`config.mk`:
```
export PLATFORM = sky130hd
export DESIGN_NAME = color_dominance_blob_detector
export DESIGN_NICKNAME = d
export VERILOG_FILES = /design/src/hdl/cdbd_pkg.sv /design/src/hdl/cdbd_ctrl.sv /design/src/hdl/cdbd_datapath.sv /design/src/hdl/color_dominance_blob_detector.sv
export VERILOG_INCLUDE_DIRS = /design/src /design/src/hdl
export SDC_FILE = /design/constraint.sdc
export NUM_CORES = 2
export LEC_CHECK = 0
export BUFFER_PORTS_ARGS = -buffer_cell sky130_fd_sc_hd__buf_2
export CORE_MARGIN = 3
export CORE_UTILIZATION = 50
export CTS_CLUSTER_SIZE = 25
export DETAILED_ROUTE_END_ITERATION = 16
export PLACE_DENSITY = 0.67
export SYNTH_ARGS = -nofsm -noshare
export SYNTH_HDL_FRONTEND = slang
export SYNTH_HIERARCHICAL = 1
export SYNTH_SLANG_ARGS = --single-unit
```
`constraint.sdc`:
```
create_clock -name clk -period 8.9 [get_ports clk]
set_input_delay 0 -clock clk [delete_from_list [all_inputs] [get_ports clk]]
set_output_delay 0 -clock clk [all_outputs]
set_load 0.02 [all_outputs]
```
`src/hdl/color_dominance_blob_detector_defines.svh`:
```
// Assertion macros shared by the blob detector's checking code.
// No dependencies; include guard keeps it single-shot.
`ifndef COLOR_DOMINANCE_BLOB_DETECTOR_DEFINES_SVH
`define COLOR_DOMINANCE_BLOB_DETECTOR_DEFINES_SVH

// Same-cycle implication, disabled while reset is asserted.
`define CDBD_ASSERT_NOW(label, clk, rst_n, ante, cons) \
  label: assert property (@(posedge clk) disable iff (!rst_n) (ante) |-> (cons)) \
    else $error("blob detector check failed");

// Next-cycle implication, disabled while reset is asserted.
`define CDBD_ASSERT_NEXT(label, clk, rst_n, ante, cons) \
  label: assert property (@(posedge clk) disable iff (!rst_n) (ante) |=> (cons)) \
    else $error("blob detector check failed");

`endif

```
`src/hdl/cdbd_pkg.sv`:
```
// Shared types and constants of the blob detector.
// Used by cdbd_ctrl, cdbd_datapath and the top level; no dependencies.
package cdbd_pkg;

  // Register indexes of the configuration port.
  localparam logic [2:0] REG_FRAME_WIDTH  = 3'd0;
  localparam logic [2:0] REG_FRAME_HEIGHT = 3'd1;
  localparam logic [2:0] REG_GREEN_FLOOR  = 3'd2;
  localparam logic [2:0] REG_MARGIN       = 3'd3;
  localparam logic [2:0] REG_DETECT_RATIO = 3'd4;
  localparam logic [2:0] REG_CLOSE_RATIO  = 3'd5;

  localparam int CFG_IDX_W  = 3;
  localparam int CFG_DATA_W = 17;

  localparam logic [20:0] TALLY_MAX = 21'h1FFFFF;
  localparam logic [29:0] SUM_MAX   = 30'h3FFFFFFF;
  localparam logic [16:0] ONE_Q16   = 17'h10000;

  // Both quotients are 16 bits wide, one bit per division step.
  localparam int DIV_STEPS = 16;
  localparam int DIV_CNT_W = 4;

  typedef enum logic [4:0] {
    ST_IDLE = 5'b00001,
    ST_MUL  = 5'b00010,
    ST_DIV  = 5'b00100,
    ST_FIN  = 5'b01000,
    ST_OUT  = 5'b10000
  } state_t;

  typedef struct packed {
    logic accept;   // a pixel word is taken this cycle
    logic capture;  // that word closes the frame
    logic start;    // load products and remainders
    logic step;     // one restoring division step
    logic finish;   // form the result word
  } cmd_t;

endpackage

```
`src/hdl/cdbd_ctrl.sv`:
```
// Sequencer of the blob detector: handshakes and division step count.
// Depends on cdbd_pkg.
module cdbd_ctrl (
  input  logic            clk,
  input  logic            rst_n,
  input  logic            in_valid,
  input  logic            in_frame_end,
  input  logic            out_ready,
  output logic            in_ready,
  output logic            out_valid,
  output cdbd_pkg::cmd_t  cmd
);

  cdbd_pkg::state_t                    state_r, state_nxt;
  logic [cdbd_pkg::DIV_CNT_W-1:0]      cnt_r, cnt_nxt;
  logic                                accept;
  logic                                capture;

  assign in_ready  = (state_r == cdbd_pkg::ST_IDLE) ||
                     ((state_r == cdbd_pkg::ST_OUT) && out_ready);
  assign out_valid = (state_r == cdbd_pkg::ST_OUT);
  assign accept    = in_valid && in_ready;
  assign capture   = accept && in_frame_end;

  assign cmd.accept  = accept;
  assign cmd.capture = capture;
  assign cmd.start   = (state_r == cdbd_pkg::ST_MUL);
  assign cmd.step    = (state_r == cdbd_pkg::ST_DIV);
  assign cmd.finish  = (state_r == cdbd_pkg::ST_FIN);

  always_comb begin
    state_nxt = state_r;
    cnt_nxt   = cnt_r;
    case (state_r)
      cdbd_pkg::ST_IDLE: begin
        if (capture) state_nxt = cdbd_pkg::ST_MUL;
      end
      cdbd_pkg::ST_MUL: begin
        state_nxt = cdbd_pkg::ST_DIV;
        cnt_nxt   = '0;
      end
      cdbd_pkg::ST_DIV: begin
        cnt_nxt = cnt_r + 1'b1;
        if (cnt_r == cdbd_pkg::DIV_CNT_W'(cdbd_pkg::DIV_STEPS - 1)) begin
          state_nxt = cdbd_pkg::ST_FIN;
        end
      end
      cdbd_pkg::ST_FIN: begin
        state_nxt = cdbd_pkg::ST_OUT;
      end
      cdbd_pkg::ST_OUT: begin
        if (out_ready) state_nxt = capture ? cdbd_pkg::ST_MUL : cdbd_pkg::ST_IDLE;
      end
      default: begin
        state_nxt = cdbd_pkg::ST_IDLE;
      end
    endcase
  end

  always_ff @(posedge clk) begin
    if (!rst_n) begin
      state_r <= cdbd_pkg::ST_IDLE;
      cnt_r   <= '0;
    end else begin
      state_r <= state_nxt;
      cnt_r   <= cnt_nxt;
    end
  end

endmodule

```
`src/hdl/cdbd_datapath.sv`:
```
// Datapath of the blob detector: registers, accumulators, products,
// two restoring dividers and the result word. Depends on cdbd_pkg.
module cdbd_datapath #(
  parameter int MAX_COLS = 1024,
  parameter int MAX_ROWS = 1024
) (
  input  logic                              clk,
  input  logic                              rst_n,
  input  cdbd_pkg::cmd_t                    cmd,
  input  logic                              cfg_we,
  input  logic [cdbd_pkg::CFG_IDX_W-1:0]    cfg_index,
  input  logic [cdbd_pkg::CFG_DATA_W-1:0]   cfg_data,
  input  logic [7:0]                        in_red_level,
  input  logic [7:0]                        in_green_level,
  input  logic [7:0]                        in_blue_level,
  input  logic [9:0]                        in_column,
  output logic [20:0]                       out_green_pixels,
  output logic [16:0]                       out_ratio_q16,
  output logic                              out_detected,
  output logic                              out_close_by,
  output logic signed [15:0]                out_center_q15
);

  // Configuration registers.
  logic [10:0] width_r, height_r;
  logic [7:0]  floor_r, margin_r;
  logic [16:0] detect_r, close_r;

  always_ff @(posedge clk) begin
    if (!rst_n) begin
      width_r  <= 11'd64;
      height_r <= 11'd64;
      floor_r  <= 8'd100;
      margin_r <= 8'd30;
      detect_r <= 17'd655;
      close_r  <= 17'd9830;
    end else if (cfg_we) begin
      case (cfg_index)
        cdbd_pkg::REG_FRAME_WIDTH:  width_r  <= cfg_data[10:0];
        cdbd_pkg::REG_FRAME_HEIGHT: height_r <= cfg_data[10:0];
        cdbd_pkg::REG_GREEN_FLOOR:  floor_r  <= cfg_data[7:0];
        cdbd_pkg::REG_MARGIN:       margin_r <= cfg_data[7:0];
        cdbd_pkg::REG_DETECT_RATIO: detect_r <= cfg_data;
        cdbd_pkg::REG_CLOSE_RATIO:  close_r  <= cfg_data;
        default: ;
      endcase
    end
  end

  // Clamped frame dimensions.
  logic [10:0] w_clamp, h_clamp;
  always_comb begin
    w_clamp = width_r;
    if (width_r == 11'd0) w_clamp = 11'd1;
    else if (32'(width_r) > MAX_COLS) w_clamp = 11'(MAX_COLS);
    h_clamp = height_r;
    if (height_r == 11'd0) h_clamp = 11'd1;
    else if (32'(height_r) > MAX_ROWS) h_clamp = 11'(MAX_ROWS);
  end

  // Pixel classification and saturating accumulation.
  logic        is_green;
  logic [20:0] tally_r, tally_upd;
  logic [29:0] sum_r, sum_upd;
  logic [30:0] sum_wide;
  logic [20:0] cnt_snap_r;
  logic [29:0] sum_snap_r;

  assign is_green = (in_green_level > floor_r) &&
                    ({1'b0, in_green_level} > ({1'b0, in_red_level} + {1'b0, margin_r})) &&
                    ({1'b0, in_green_level} > ({1'b0, in_blue_level} + {1'b0, margin_r}));
  assign sum_wide = {1'b0, sum_r} + {21'd0, in_column};

  always_comb begin
    tally_upd = tally_r;
    sum_upd   = sum_r;
    if (is_green) begin
      if (tally_r != cdbd_pkg::TALLY_MAX) tally_upd = tally_r + 1'b1;
      sum_upd = (sum_wide > {1'b0, cdbd_pkg::SUM_MAX}) ? cdbd_pkg::SUM_MAX : sum_wide[29:0];
    end
  end

  always_ff @(posedge clk) begin
    if (!rst_n) begin
      tally_r <= '0;
      sum_r   <= '0;
    end else if (cmd.capture) begin
      tally_r <= '0;
      sum_r   <= '0;
    end else if (cmd.accept) begin
      tally_r <= tally_upd;
      sum_r   <= sum_upd;
    end
  end

  always_ff @(posedge clk) begin
    if (cmd.capture) begin
      cnt_snap_r <= tally_upd;
      sum_snap_r <= sum_upd;
    end
  end

  // Divisors and dividers. Quotient A is count/total, B is sum/(count*width),
  // both as 16-bit fractions; the overflow cases are decided at the end.
  logic [21:0] total_r;
  logic [31:0] dsor_r;
  logic [21:0] rem_a_r;
  logic [31:0] rem_b_r;
  logic [15:0] q_a_r, q_b_r;
  logic [22:0] rem_a_sh;
  logic [32:0] rem_b_sh;
  logic        bit_a, bit_b;

  assign rem_a_sh = {rem_a_r, 1'b0};
  assign rem_b_sh = {rem_b_r, 1'b0};
  assign bit_a    = (rem_a_sh >= {1'b0, total_r});
  assign bit_b    = (rem_b_sh >= {1'b0, dsor_r});

  always_ff @(posedge clk) begin
    if (cmd.start) begin
      total_r <= 22'(w_clamp * h_clamp);
      dsor_r  <= 32'(cnt_snap_r * w_clamp);
      rem_a_r <= {1'b0, cnt_snap_r};
      rem_b_r <= {2'b00, sum_snap_r};
      q_a_r   <= '0;
      q_b_r   <= '0;
    end else if (cmd.step) begin
      rem_a_r <= bit_a ? 22'(rem_a_sh - {1'b0, total_r}) : rem_a_sh[21:0];
      rem_b_r <= bit_b ? 32'(rem_b_sh - {1'b0, dsor_r}) : rem_b_sh[31:0];
      q_a_r   <= {q_a_r[14:0], bit_a};
      q_b_r   <= {q_b_r[14:0], bit_b};
    end
  end

  // Result word.
  logic [16:0] ratio;
  logic [15:0] qc;
  assign ratio = ({1'b0, cnt_snap_r} >= total_r) ? cdbd_pkg::ONE_Q16 : {1'b0, q_a_r};
  assign qc    = ({2'b00, sum_snap_r} >= dsor_r) ? 16'hFFFF : q_b_r;

  always_ff @(posedge clk) begin
    if (cmd.finish) begin
      out_green_pixels <= cnt_snap_r;
      out_ratio_q16    <= ratio;
      out_detected     <= (ratio >= detect_r);
      out_close_by     <= (ratio >= close_r);
      out_center_q15   <= (cnt_snap_r == 21'd0) ? 16'sd0 : signed'({~qc[15], qc[14:0]});
    end
  end

endmodule

```
`src/hdl/color_dominance_blob_detector.sv`:
```
// Green-dominance blob detector: top level joining cdbd_ctrl and cdbd_datapath.
// Ordinary pixel words are taken one per cycle unless a frame result is being formed
// or waits to be taken. A word marked frame_end starts the frame's result: the products,
// sixteen restoring division steps (one quotient bit each) and the forming of the word,
// which is then offered; no pixel is taken meanwhile.
// Reset (synchronous, active low) restores register defaults and clears tallies.
`include "color_dominance_blob_detector_defines.svh"

module color_dominance_blob_detector #(
  parameter int MAX_COLS = 1024,
  parameter int MAX_ROWS = 1024
) (
  input  logic                              clk,
  input  logic                              rst_n,
  // Pixel channel.
  input  logic                              in_valid,
  output logic                              in_ready,
  input  logic [7:0]                        in_red_level,
  input  logic [7:0]                        in_green_level,
  input  logic [7:0]                        in_blue_level,
  input  logic [9:0]                        in_column,
  input  logic                              in_frame_end,
  // Result channel.
  output logic                              out_valid,
  input  logic                              out_ready,
  output logic [20:0]                       out_green_pixels,
  output logic [16:0]                       out_ratio_q16,
  output logic                              out_detected,
  output logic                              out_close_by,
  output logic signed [15:0]                out_center_q15,
  // Configuration write port.
  input  logic                              cfg_we,
  input  logic [cdbd_pkg::CFG_IDX_W-1:0]    cfg_index,
  input  logic [cdbd_pkg::CFG_DATA_W-1:0]   cfg_data
);

  // The sequencer issues one command per cycle; the datapath only obeys.
  cdbd_pkg::cmd_t cmd;

  // While a result word waits, a new pixel word is taken only in the cycle the
  // result is taken too, so the held snapshot may be overwritten safely.
  cdbd_ctrl u_ctrl (
    .clk          (clk),
    .rst_n        (rst_n),
    .in_valid     (in_valid),
    .in_frame_end (in_frame_end),
    .out_ready    (out_ready),
    .in_ready     (in_ready),
    .out_valid    (out_valid),
    .cmd          (cmd)
  );

  // The accumulators are cleared in the same cycle that the closing pixel's
  // totals are copied to the snapshot, so they are ready for the next frame at once.
  cdbd_datapath #(
    .MAX_COLS (MAX_COLS),
    .MAX_ROWS (MAX_ROWS)
  ) u_dp (
    .clk              (clk),
    .rst_n            (rst_n),
    .cmd              (cmd),
    .cfg_we           (cfg_we),
    .cfg_index        (cfg_index),
    .cfg_data         (cfg_data),
    .in_red_level     (in_red_level),
    .in_green_level   (in_green_level),
    .in_blue_level    (in_blue_level),
    .in_column        (in_column),
    .out_green_pixels (out_green_pixels),
    .out_ratio_q16    (out_ratio_q16),
    .out_detected     (out_detected),
    .out_close_by     (out_close_by),
    .out_center_q15   (out_center_q15)
  );

  // A pixel is taken alongside a pending result only when that result leaves.
  `CDBD_ASSERT_NOW(a_take_with_result, clk, rst_n, in_ready && out_valid, out_ready)
  // A frame-closing pixel makes the block busy in the following cycle.
  `CDBD_ASSERT_NEXT(a_busy_after_end, clk, rst_n, in_valid && in_ready && in_frame_end, !in_ready)
  // An empty frame gives a zero ratio and a zero centre.
  `CDBD_ASSERT_NOW(a_empty_frame, clk, rst_n, out_valid && (out_green_pixels == 21'd0),
                   (out_ratio_q16 == 17'd0) && (out_center_q15 == 16'sd0))
  // The ratio never exceeds one in Q1.16.
  `CDBD_ASSERT_NOW(a_ratio_range, clk, rst_n, out_valid, out_ratio_q16 <= 17'h10000)

endmodule

```
Word-level counts from Yosys, hierarchy flattened
Cells that the tools add are included.
- flip-flop bits (word level): 379
- input bits: 60
- output and inout port bits: 58
- logic and storage cells: 104
- add/subtract/negate cells: 7
- $mul: 2
- order comparisons: 12
- eq/ne operators: 15
- muxes and demuxes: 22
- bitwise logic cells: 2
- reduce and logical (&&, ||, !) cells: 19
- operators with widths (operator ; count):
    30-bit two-way mux ; 4
    21-bit two-way mux ; 4
    11-bit two-way mux ; 4
    17-bit >= comparator ; 2
    33-bit by 32-bit >= comparator with 1-bit output ; 1
    30-bit by 32-bit >= comparator with 1-bit output ; 1
    21-bit by 11-bit multiplier with 32-bit output ; 1
    32-bit two-way mux ; 1
    32-bit subtractor ; 1
    30-bit by 10-bit adder with 31-bit output ; 1
    31-bit by 30-bit greater-than comparator with 1-bit output (second input constant) ; 1
    5-bit one-hot mux with 5 select lines ; 1
    23-bit by 22-bit >= comparator with 1-bit output ; 1
    21-bit by 22-bit >= comparator with 1-bit output ; 1
    11-bit greater-than comparator (second input constant) ; 2
    11-bit logical NOT ; 2
    11-bit by 11-bit multiplier with 22-bit output ; 1
    22-bit two-way mux ; 1
    22-bit subtractor ; 1
    21-bit by 1-bit adder with 21-bit output (second input constant) ; 1
    21-bit logical NOT ; 1
    21-bit != test (second input constant) ; 1
    8-bit by 8-bit adder with 9-bit output ; 2
    8-bit by 9-bit greater-than comparator with 1-bit output ; 2
    25 further kinds ; 41

Longest topological paths before layout
- depth in word-level cells: 8
- depth in mapped cells: 25
- mapped depth without buffers: 22

Hierarchy
Netlist, hierarchy kept.
- modules (own cells, without submodules) (module ; instances ; cells an instance ; area an instance (um^2) ; seq. area each (um^2)):
    cdbd_datapath ; 1 ; 3490 ; 32628.8 ; 9529.1
    cdbd_ctrl ; 1 ; 74 ; 561.8 ; 180.2

Least setup slack after synthesis
No wires, ideal clock.
- kind: register to register
- start point: register u_dp.width_r[6]
- end point: register u_dp.total_r[21] (data pin)
- setup time: 0.158 ns
- arrival time: 6.074 ns
- required time: 8.742 ns
- slack: 2.668 ns
- stages on the path, launching flop included: 20
- buffers on the path: 1
- period minus slack after synthesis: 6.232 ns
- cells stage by stage: dfxtp_1 > nor4_1 > a31oi_1 > nor2_1 > clkbuf_1 > nand2_1 > fa_1 > fa_1 > fa_1 > fa_1 > fa_1 > inv_1 > ha_1 > or3_1 > o221a_2 > o41ai_2 > o21ai_1 > or4_1 > a2111o_1 > o211ai_1
- word-level cells in the longest chain between the ends: 4
- elaborated cells between the ends (all ways): 5
- classes of those cells: mul: 1; order compare: 1; mux: 2; reduce/logical: 1
- ends and longest elaborated chain (item ; RTL line ; text):
    from (decl) ; cdbd_datapath.sv:25 ; logic [10:0] width_r, height_r;
    from (signal assigned) ; cdbd_datapath.sv:39 ; cdbd_pkg::REG_FRAME_WIDTH: width_r <= cfg_data[10:0];
    11-bit greater-than comparator ; cdbd_datapath.sv:55 ; else if (32'(width_r) > MAX_COLS) w_clamp = 11'(MAX_COLS);
    11-bit two-way mux ; cdbd_datapath.sv:55 ;
    11-bit two-way mux (*) ; cdbd_datapath.sv:54 ; if (width_r == 11'd0) w_clamp = 11'd1;
    11-bit by 11-bit multiplier with 22-bit output (*) ; cdbd_datapath.sv:121 ; total_r <= 22'(w_clamp * h_clamp);
    to (signal assigned) ; cdbd_datapath.sv:121 ;
    to (decl) ; cdbd_datapath.sv:105 ; logic [21:0] total_r;
Mark *: on every way between the ends. The rest lies on a longest branch, timed or not.
A chain may end at the register's enable or synchronous reset.

Worst setup path after layout
- start point: register u_dp.width_r[10]
- end point: register u_dp.dsor_r[29] (data pin)
- word-level cells in the longest chain between the ends: 4
- elaborated cells between the ends (all ways): 5
- classes of those cells: mul: 1; order compare: 1; mux: 2; reduce/logical: 1
- ends and longest elaborated chain (item ; RTL line ; text):
    11-bit greater-than comparator ; cdbd_datapath.sv:55 ;
    11-bit two-way mux ; cdbd_datapath.sv:55 ;
    11-bit two-way mux (*) ; cdbd_datapath.sv:54 ;
    21-bit by 11-bit multiplier with 32-bit output (*) ; cdbd_datapath.sv:122 ; dsor_r <= 32'(cnt_snap_r * w_clamp);
    to (signal assigned) ; cdbd_datapath.sv:122 ;
    to (decl) ; cdbd_datapath.sv:106 ; logic [31:0] dsor_r;
Marked as above.

==> flow_summary.json <==
{
  "status": "finished clean",
  "slew_viol_final": 0,
  "placed_cells": 4410,
  "drt_iter0_drc": 1761,
  "seqPwrFrac_pct": 44.4,
  "finalWeightedCongestion": 0.930,
  "slew_headroom_pct": 22.8,
  "fin_area_sq_mm": 0.0363,
  "ys_seq_elements": 379,
  "cts_buffers": 44,
  "antenna_found_initial": 0,
  "num_vias": 25424,
  "io_pins": 118,
  "p_switching_mw": 1.16,
  "pwr-share-clk_pct": 42.5,
  "skew_ps": 27.7,
  "yosysSeqAreaShare_pct": 29.3,
  "syn_nets": 4200,
  "viasPerCell": 5.62,
  "ys_warn_count": 6,
  "wl_met3_um": 5260,
  "htreeDepth": 2,
  "final_common_cell": "inv_1",
  "final_cell_count_no_fill": 4524,
  "hold_viol_final": 0,
  "endpoint_kind": "register",
  "yosysTopAreaCellShare_pct": 19.2,
  "layout_common_cells": "inv_1, nand2_1, ha_1, fa_1, edfxtp_1",
  "cts_hold_buffers": 32,
  "dp_hpwl_um": 61500,
  "path_class": "register to register",
  "grt_pass1_vias": 24916,
  "p_sw_share_pct": 27.1,
  "post_cts.resized_instances": 0,
  "tightest_slew_ps": 1160,
  "postSynth.asyncResetShare_pct": 0,
  "wl_um": 83800,
  "synth_area_leaders": "edfxtp_1, fa_1, ha_1",
  "coreArea_sq_mm": 0.0650,
  "crit_arrival_ps": 7200,
  "cts_tree": "done",
  "top_layer_used": "met4",
  "grt_pass1_wl_um": 135000,
  "fin_tns_setup_ps": 0,
  "post-route-period-util_pct": 76.9,
  "synth_area_sq_mm": 0.0332,
  "port_buffers": 117,
  "firstDrtPassIters": 5,
  "ff2ff_setup_slack_ps": 2050,
  "clkSinkCount": 379,
  "dr_wl_met2_um": 39300,
  "synth_edf_count": 212,
  "synthCells": 3564,
  "start_util_pct": 51.0,
  "synth_ff_type": "edfxtp_1",
  "cts-root-buf": "clkbuf_16",
  "power_density_mw_per_mm2": 118,
  "cts_buffer_depth": 3,
  "placed_area_sq_mm": 0.0345,
  "worst_ep_required_time_ps": 9250,
  "rows": 93,
  "worstPathMaxFanout": 32,
  "drtAntennaViolNets": 0,
  "fmax_ghz": 0.146,
  "m1WireLength_um": 36800,
  "drc": 0,
  "grt_setup_unrepaired": "false",
  "cts_setup_buffers": 0,
  "internal-power_mw": 3.13,
  "cap_viol_max_count": 0,
  "hold_class": "input pin to register",
  "grt_overflow_total": 0,
  "die_h_um": 264,
  "track_usage_pct": 24.0,
  "synth_top_area_cell": "edfxtp_1",
  "die_w_um": 264,
  "worstSetupStartpointType": "register",
  "dieArea_sq_mm": 0.0695,
  "diodes": 0,
  "layout.nets": 4269,
  "p_leak_nw": 16.4,
  "synth_cell_type_count": 86,
  "pwr-share-comb_pct": 13.1,
  "syn_avg_cell_area_sq_um": 9.31,
  "grt_max_degree": 170,
  "clkTransAtPathRegs_ps": 60,
  "syn2layout_area_growth_pct": 9.29,
  "drive_gt1_share_pct": 7.69,
  "clock_latency_ps": 610,
  "fin_crit_ps": 6850,
  "wl_per_cell_um": 18.5,
  "setup_viol": 0,
  "ir_drop_uv": 143
}
-- cells by family (layout without fill, tap and decap cells) --
family | count (synthesis) | count (layout) | share of synthesized area (%)
and+or+nand+nor | 1198 | 1198 | 17.7
buffers and inverters | 608 | 713 | 7.08
AOI/OAI and AO/OA | 593 | 593 | 12.6
adders and majority gates | 576 | 576 | 27.5
DFF | 379 | 379 | 29.3
xor gates and xnor gates | 149 | 149 | 3.93
muxes | 61 | 61 | 1.93
-- layout make-up --
cell class                      count  area [sq um]
Clock buffer                       61          1180
Clock inverter                     21           241
Fill cell                        5758         28800
Inverter                          444          1670
Multi-Input combinational cell   2577         21200
Sequential cell                   379          9710
Tap cell                          855          1070
Timing Repair Buffer              187          1200
-- critical path, cell delays in order, from the launching register on --
cell      delay (ps)
dfxtp_2          500
nor2b_2          800
nand2_1          190
fa_1             530
fa_1             510
inv_1             50
fa_1             460
fa_1             540
inv_1             50
fa_1             530
inv_1             40
ha_1             330
a21o_1           190
a21oi_1          200
a21boi_0         330
a31oi_1          280
a41oi_1          270
o21ai_1          190
a21boi_0         280
o21ai_0          130
xor2_1           160
-- cells in the mapped netlist, types with 15 or more instances --
cell	count
inv_1	442
clkbuf_1	131
o211ai_1	33
fa_1	255
a311oi_1	15
xnor2_1	100
edfxtp_1	212
xor2_1	49
nor4_1	15
a31oi_1	38
buf_2	16
o21bai_1	21
mux2i_1	41
dfxtp_1	167
and2_1	149
nand2_1	439
nor3_1	48
nand3_1	70
o21a_1	48
a21boi_0	53
a21o_1	63
nand4_1	22
o21ai_0	67
nor2b_1	52
nor2_1	216
nand2b_1	41
and3_1	50
a211oi_1	15
nor3b_1	36
a221o_1	35
a21oi_1	111
ha_1	321
-- layer usage --
metal	global-route usage, %	up-vias
met4	6.85	0
met3	3.92	113
met2	39.6	742
li1	-	12226
met1	32.7	12343
met5	0	-
-- path summary, 6_finish.rpt --
kind,endpoint,from,cells past startpoint
worst min-delay path,u_dp/sum_r[8],in_column[8],5
worst min register to register,u_dp/out_green_pixels[15],u_dp/cnt_snap_r[15],0
worst max register to register,u_dp/dsor_r[29],u_dp/width_r[10],20
worst max-delay path,u_dp/dsor_r[29],u_dp/width_r[10],20
-- state kept, by name, indices dropped and copies added, names as in the netlist, 21 cells and up --
| signal | count |
|---|---|
| u_dp/cnt_snap_r | 21 |
| u_dp/tally_r | 21 |
| u_dp/dsor_r | 32 |
| u_dp/sum_r | 30 |
| u_dp/out_green_pixels | 21 |
| u_dp/rem_b_r | 32 |
| u_dp/sum_snap_r | 30 |
| u_dp/total_r | 22 |
| u_dp/rem_a_r | 22 |
-- metrics by stage --
stage | total power [mW] | utilization [%] | worst slack [ps] | hold WS (ps)
floorplan | 2.33 | - | 2670 | 124
finish | 4.29 | 55.8 | 2050 | 39.8
detailed placement | 2.49 | 53.1 | 2110 | 265
global route | 4.47 | 55.8 | 1640 | 90.3
CTS | 4.33 | 55.8 | 2120 | 3.03
global placement | 2.48 | 53.1 | 2240 | 249
-- power groups by stage --
stage | logic [mW] | registers, mW | clock network [mW]
detailed placement | 0.548 | 1.94 | 0
global placement | 0.542 | 1.94 | 0
finish | 0.563 | 1.91 | 1.82
CTS | 0.563 | 1.91 | 1.86
global route | 0.636 | 1.91 | 1.93
floorplan | 0.400 | 1.93 | 0
(Power assumes the default switching activity.)
